==> src/sv/cwd_pkg.sv <==
// Shared types and constants for the contour warp distance block.
package cwd_pkg;

    localparam int COORD_W  = 16;
    localparam int LEN_W    = 8;
    localparam int COST_W   = 32;
    localparam int ABS_W    = 16;
    localparam int SQ_IN_W  = 42;
    localparam int SQ_OUT_W = 21;
    localparam int DIV_W    = 32;
    localparam int MEAN_W   = 21;
    localparam int STEPS_W  = 9;

    localparam logic [MEAN_W-1:0]  MEAN_MAX  = '1;
    localparam logic [STEPS_W-1:0] STEPS_MAX = '1;

    localparam logic [1:0] FN_LOAD_A = 2'd0;
    localparam logic [1:0] FN_LOAD_B = 2'd1;
    localparam logic [1:0] FN_COMP   = 2'd2;

    localparam logic [1:0] MV_NONE = 2'd0;
    localparam logic [1:0] MV_H    = 2'd1;
    localparam logic [1:0] MV_V    = 2'd2;
    localparam logic [1:0] MV_D    = 2'd3;

    typedef struct packed {
        logic init;
        logic load_a;
        logic load_b;
        logic rd_diag;
        logic mul;
        logic sq_start;
        logic wr_cell;
        logic bt_init;
        logic bt_step;
        logic rd_end;
        logic rd_start;
        logic div_start;
        logic clr_load;
    } t_cmd;

    typedef struct packed {
        logic last_cell;
        logic sq_done;
        logic bt_stop;
        logic div_done;
    } t_sts;

endpackage

==> src/sv/cwd_ctrl.sv <==
// Sequencer for point loads, table fill, backtrace and the final division.
module cwd_ctrl (
    input  logic          i_clk,
    input  logic          i_rst_n,
    input  logic          i_start,
    input  logic [1:0]    i_func,
    input  cwd_pkg::t_sts i_sts,
    output cwd_pkg::t_cmd o_cmd,
    output logic          o_busy,
    output logic          o_done
);
    localparam logic [3:0] S_IDLE  = 4'd0;
    localparam logic [3:0] S_F_RD  = 4'd1;
    localparam logic [3:0] S_F_RD2 = 4'd2;
    localparam logic [3:0] S_F_MUL = 4'd3;
    localparam logic [3:0] S_F_SUM = 4'd4;
    localparam logic [3:0] S_F_SQ  = 4'd5;
    localparam logic [3:0] S_F_WR  = 4'd6;
    localparam logic [3:0] S_B_INI = 4'd7;
    localparam logic [3:0] S_B_RD  = 4'd8;
    localparam logic [3:0] S_B_ST  = 4'd9;
    localparam logic [3:0] S_E_RD1 = 4'd10;
    localparam logic [3:0] S_E_RD2 = 4'd11;
    localparam logic [3:0] S_E_SUB = 4'd12;
    localparam logic [3:0] S_E_DIV = 4'd13;
    localparam logic [3:0] S_E_OUT = 4'd14;

    logic [3:0] r_state, n_state;
    logic       acc;

    assign acc = i_start && (r_state == S_IDLE);

    always_comb begin
        n_state = r_state;
        o_cmd   = '0;
        case (r_state)
            S_IDLE: begin
                o_cmd.load_a = acc && (i_func == cwd_pkg::FN_LOAD_A);
                o_cmd.load_b = acc && (i_func == cwd_pkg::FN_LOAD_B);
                if (acc && i_func == cwd_pkg::FN_COMP) begin
                    o_cmd.init = 1'b1;
                    n_state    = S_F_RD;
                end
            end
            S_F_RD:  n_state = S_F_RD2;
            S_F_RD2: begin
                o_cmd.rd_diag = 1'b1;
                n_state       = S_F_MUL;
            end
            S_F_MUL: begin
                o_cmd.mul = 1'b1;
                n_state   = S_F_SUM;
            end
            S_F_SUM: begin
                o_cmd.sq_start = 1'b1;
                n_state        = S_F_SQ;
            end
            S_F_SQ:  if (i_sts.sq_done) n_state = S_F_WR;
            S_F_WR: begin
                o_cmd.wr_cell = 1'b1;
                n_state       = i_sts.last_cell ? S_B_INI : S_F_RD;
            end
            S_B_INI: begin
                o_cmd.bt_init = 1'b1;
                n_state       = S_B_RD;
            end
            S_B_RD:  n_state = S_B_ST;
            S_B_ST: begin
                o_cmd.bt_step = 1'b1;
                n_state       = i_sts.bt_stop ? S_E_RD1 : S_B_RD;
            end
            S_E_RD1: begin
                o_cmd.rd_end = 1'b1;
                n_state      = S_E_RD2;
            end
            S_E_RD2: begin
                o_cmd.rd_start = 1'b1;
                n_state        = S_E_SUB;
            end
            S_E_SUB: begin
                o_cmd.div_start = 1'b1;
                n_state         = S_E_DIV;
            end
            S_E_DIV: if (i_sts.div_done) n_state = S_E_OUT;
            S_E_OUT: begin
                o_cmd.clr_load = 1'b1;
                n_state        = S_IDLE;
            end
            default: n_state = S_IDLE;
        endcase
    end

    always_ff @(posedge i_clk) begin
        if (!i_rst_n) r_state <= S_IDLE;
        else          r_state <= n_state;
    end

    assign o_busy = (r_state != S_IDLE);
    assign o_done = (r_state == S_E_OUT);

    a_comp_busy: assert property (@(posedge i_clk) disable iff (!i_rst_n)
        (acc && i_func == cwd_pkg::FN_COMP) |=> o_busy)
        else $error("compute transfer did not start the sequence");
    a_done_idle: assert property (@(posedge i_clk) disable iff (!i_rst_n)
        o_done |=> !o_busy)
        else $error("block still busy after result");
    a_wr_after_sq: assert property (@(posedge i_clk) disable iff (!i_rst_n)
        (r_state == S_F_WR) |-> $past(i_sts.sq_done))
        else $error("cell written before distance ready");
endmodule

==> config.mk <==
export PLATFORM = sky130hd
export DESIGN_NAME = cwd_ctrl
export DESIGN_NICKNAME = d
export VERILOG_FILES = /design/src/sv/cwd_pkg.sv /design/src/sv/cwd_ctrl.sv
export SDC_FILE = /design/constraint.sdc
export NUM_CORES = 1
export LEC_CHECK = 0
export ABC_AREA = 0
export BUFFER_PORTS_ARGS = -buffer_cell sky130_fd_sc_hd__buf_4
export CORE_AREA = 3 3 40 42
export DETAILED_ROUTE_END_ITERATION = 6
export DIE_AREA = 0 0 43 45
export HOLD_SLACK_MARGIN = 0.03
export PLACE_DENSITY = 0.64
export SKIP_CTS_REPAIR_TIMING = 1
export SYNTH_ARGS = -nofsm -noshare
export SYNTH_HDL_FRONTEND = slang
export SYNTH_SLANG_ARGS = --single-unit
==> constraint.sdc <==
create_clock -name i_clk -period 1.7 [get_ports i_clk]
set_clock_uncertainty 0.15 [all_clocks]
set_input_delay 0.34 -clock i_clk [delete_from_list [all_inputs] [get_ports i_clk]]
set_output_delay 0.34 -clock i_clk [all_outputs]
set_load 0.03 [all_outputs]
==> results.toml <==
[critical_path]
reg2reg_slack_ns = 0.15
worstReg2RegEnd = "r_state[1]"
worst_path_largest_cell_delay_ns = 0.35
required_time_at_the_endpoint_of_the_critical_path_ns = 1.21
setup.worst_path.start_class = "register"
crit_arrival_ns = 1.39
path_cells = "nor4_4, inv_2, nor4b_4, buf_6"
critical_path.slowest_cell = "dfxtp_4"
critical_path.reg2reg.startpoint = "r_state[3]"
rr_worst_depth = 6
critical_path_end_type = "output port"
timing_worst_setup_path_type = "register to output port"
worst-path-max-fanout = 3

[finish]
flip_flop_count_of_the_largest_register_all_copies_and_words_added = 4
total_area_of_multi_input_combinational_cells_sq_um = 338
top_register = "r_state"
reg.largest.list = "r_state: 4 flops"
share_of_cells_above_drive_strength_1 = 0.735
antenna_cells_inserted = 0
final_cell_count_without_fillers = 98
area_growth_pct = 119
num-fill-cells = 94
final_net_count = 94
register_area_sq_um = 91.3

[pwr]
power.static_leakage_nw = 0.383
powerDensity_nw_per_um2 = 364
worst_ir_drop_vdd_v = 0.000316

[placement]
place_worst_setup_slack_ns = 0.0359
post-place-cells = 88
port_buffers = 23
hpwl_um = 830
routabilityCongestion = 0.783

[cts]
tritoncts.num_buffers = 3
clk_pin_slew_worst_setup_hold_paths_ns = 0.04
clock_h_tree_levels = 1
cts-root-buf = "clkbuf_4"
cts.sink_count = 4
tritoncts = "built"
clock_tree.buffer_depth = 2
insertion_delay_ns = 0.23

[sta]
setup_viol = 8
final.setup.worst_slack_ns = -0.175
setup_tns_ns = -0.651
worst_margin_slew_ns = 0.259
number_of_max_slew_violations_in_the_final_report = 0
timing.final.crit_share = 1.10
setup_repair_after_global_routing_missed_its_margin = "yes"
fin_worst_hold_slack_ns = 0.223
min_period_ns = 1.88
slew_headroom = 0.826
finalHoldViolations = 0
fmaxAchievable_mhz = 533

[floorplanning]
coreArea_sq_um = 1280
io_pins = 24
die_y_um = 45
start_util = 0.292
die_width_um = 43
die-area_sq_um = 1940
rows = 13

[min_path]
whs_path_depth = 2
min_to = "r_state[1]"
worst_hold_path_type = "input port to register"
timing.hold.worst.start = "i_rst_n"

[route]
drt_iter0_drc = 4
detail-route-antenna-nets = 0
wirelength_mm = 1.18
dr_total_vias = 469
drt-wirelength-per-cell_um = 12.0
vias_per_cell = 4.79
iteration_count_of_the_initial_detailed_routing_pass = 2
drc = 0

[logic_synthesis]
yosysUniqueCellTypes = 27
synth_seq_area_share = 0.213
synth_simple_gate_area_frac = 0.467
synth_fa_ha_area_frac = 0
syn-mean-instance-area_sq_um = 7.99
main_combinational_cell_family_by_area_after_synthesis = "simple AND/OR/NAND/NOR gates"
postSynthNetCount = 56
muxShareOfSynthArea = 0.0267
ys_ff_latch = 4
post_synth_instance_area_sq_um = 375
yosysWarnings = 0
synth_xor_xnor_area_share = 0
gate_count_post_synth = 47
complex_gate_fraction_of_the_synthesized_area = 0.187

[global_route]
grt_antenna_before_repair = 0
maximum_number_of_pins_on_one_net_before_global_route_repair = 15
grt_first_pass_wirelength_mm = 1.70
global_route.usage.total = 0.113
total_grt_overflow = 0
via_count_of_the_first_global_routing_pass = 396

[status]
status = "complete, but fails checks"
violated_checks = "negative setup slack"

[job]
timing.max_cap.violations = 0
## synth_stat cells (all sizes together)
library cell	instances	share of area
dfxtp	4	0.21
o211a	1	0.027
mux2i	1	0.027
and3	1	0.017
nand2	3	0.030
o21ai	1	0.013
nor2	5	0.050
a21boi	1	0.020
a32oi	1	0.023
a21oi	2	0.027
nor4b	1	0.040
nand2b	2	0.033
nor4	1	0.057
nor3b	2	0.040
o311a	1	0.027
buf	4	0.077
a211oi	1	0.020
nand3b	2	0.040
nor2b	2	0.033
inv	3	0.030
or2b	1	0.020
and4b	2	0.053
o221a	1	0.030
nor3	4	0.053
## cell families (layout without fill, tap and decap cells)
family	after synthesis	in the layout
buf+inv	7	43
compound gates	9	9
flops	4	4
mux	1	1
simple gates	26	26
## critical path: cells and delay by family (launching register included)
family                 cells  cell delay [ns]
AND/OR/NAND/NOR            2             0.55
flip-flops                 1             0.35
buffers and inverters      2             0.26
## layout by cell type, fill, tap and decap left out, types with 2 or more instances in the layout
cell       n
a21oi_1    2
and4b_1    2
buf_4     25
buf_6     10
clkbuf_4   3
dfxtp_4    3
nand2_2    2
nand3b_1   2
nor2_4     3
nor2b_1    2
nor3_2     4
## per-stage QoR
stage	area, sq um	utilization	power [W]
final	822	0.640	0.000299
after global routing	822	0.640	0.000316
after CTS	639	0.498	0.000300
after detailed placement	617	0.480	0.000179
after global placement	617	0.480	0.000179
after floorplan	402	-	0.000142
## layout make-up
type / instances / area share
clock buffer: 3 / 0.0274
inverter: 3 / 0.0198
multi-input combinational: 36 / 0.411
sequential: 4 / 0.111
tap: 15 / 0.0228
timing repair buffer: 37 / 0.408
## how the worst max path moves through the flow
stage,from,end,slack [ns],cells past startpoint
final,r_state[3],o_cmd[11],-0.18,4
after global routing,r_state[3],o_cmd[11],-0.25,4
after CTS,r_state[1],o_cmd[11],-0.21,4
after detailed placement,r_state[1],o_cmd[11],0.04,4
after global placement,r_state[1],o_cmd[11],0.07,4
after floorplan,r_state[2],o_cmd[11],-0.14,4
## per-layer routing
metal	wire length, um	global-route usage
met5	0	0
met4	0	0.0542
met2	611	0.168
met3	84	0.0159
met1	481	0.159
## report_power, final
part	internal (W)	switching (W)	total [W]
Sequential	0.0000921	0.00000263	0.0000948
Clock	0.0000787	0.0000348	0.000113
Combinational	0.0000484	0.0000427	0.0000911
Total	0.000219	0.0000801	0.000299
(Power assumes the default switching activity.)
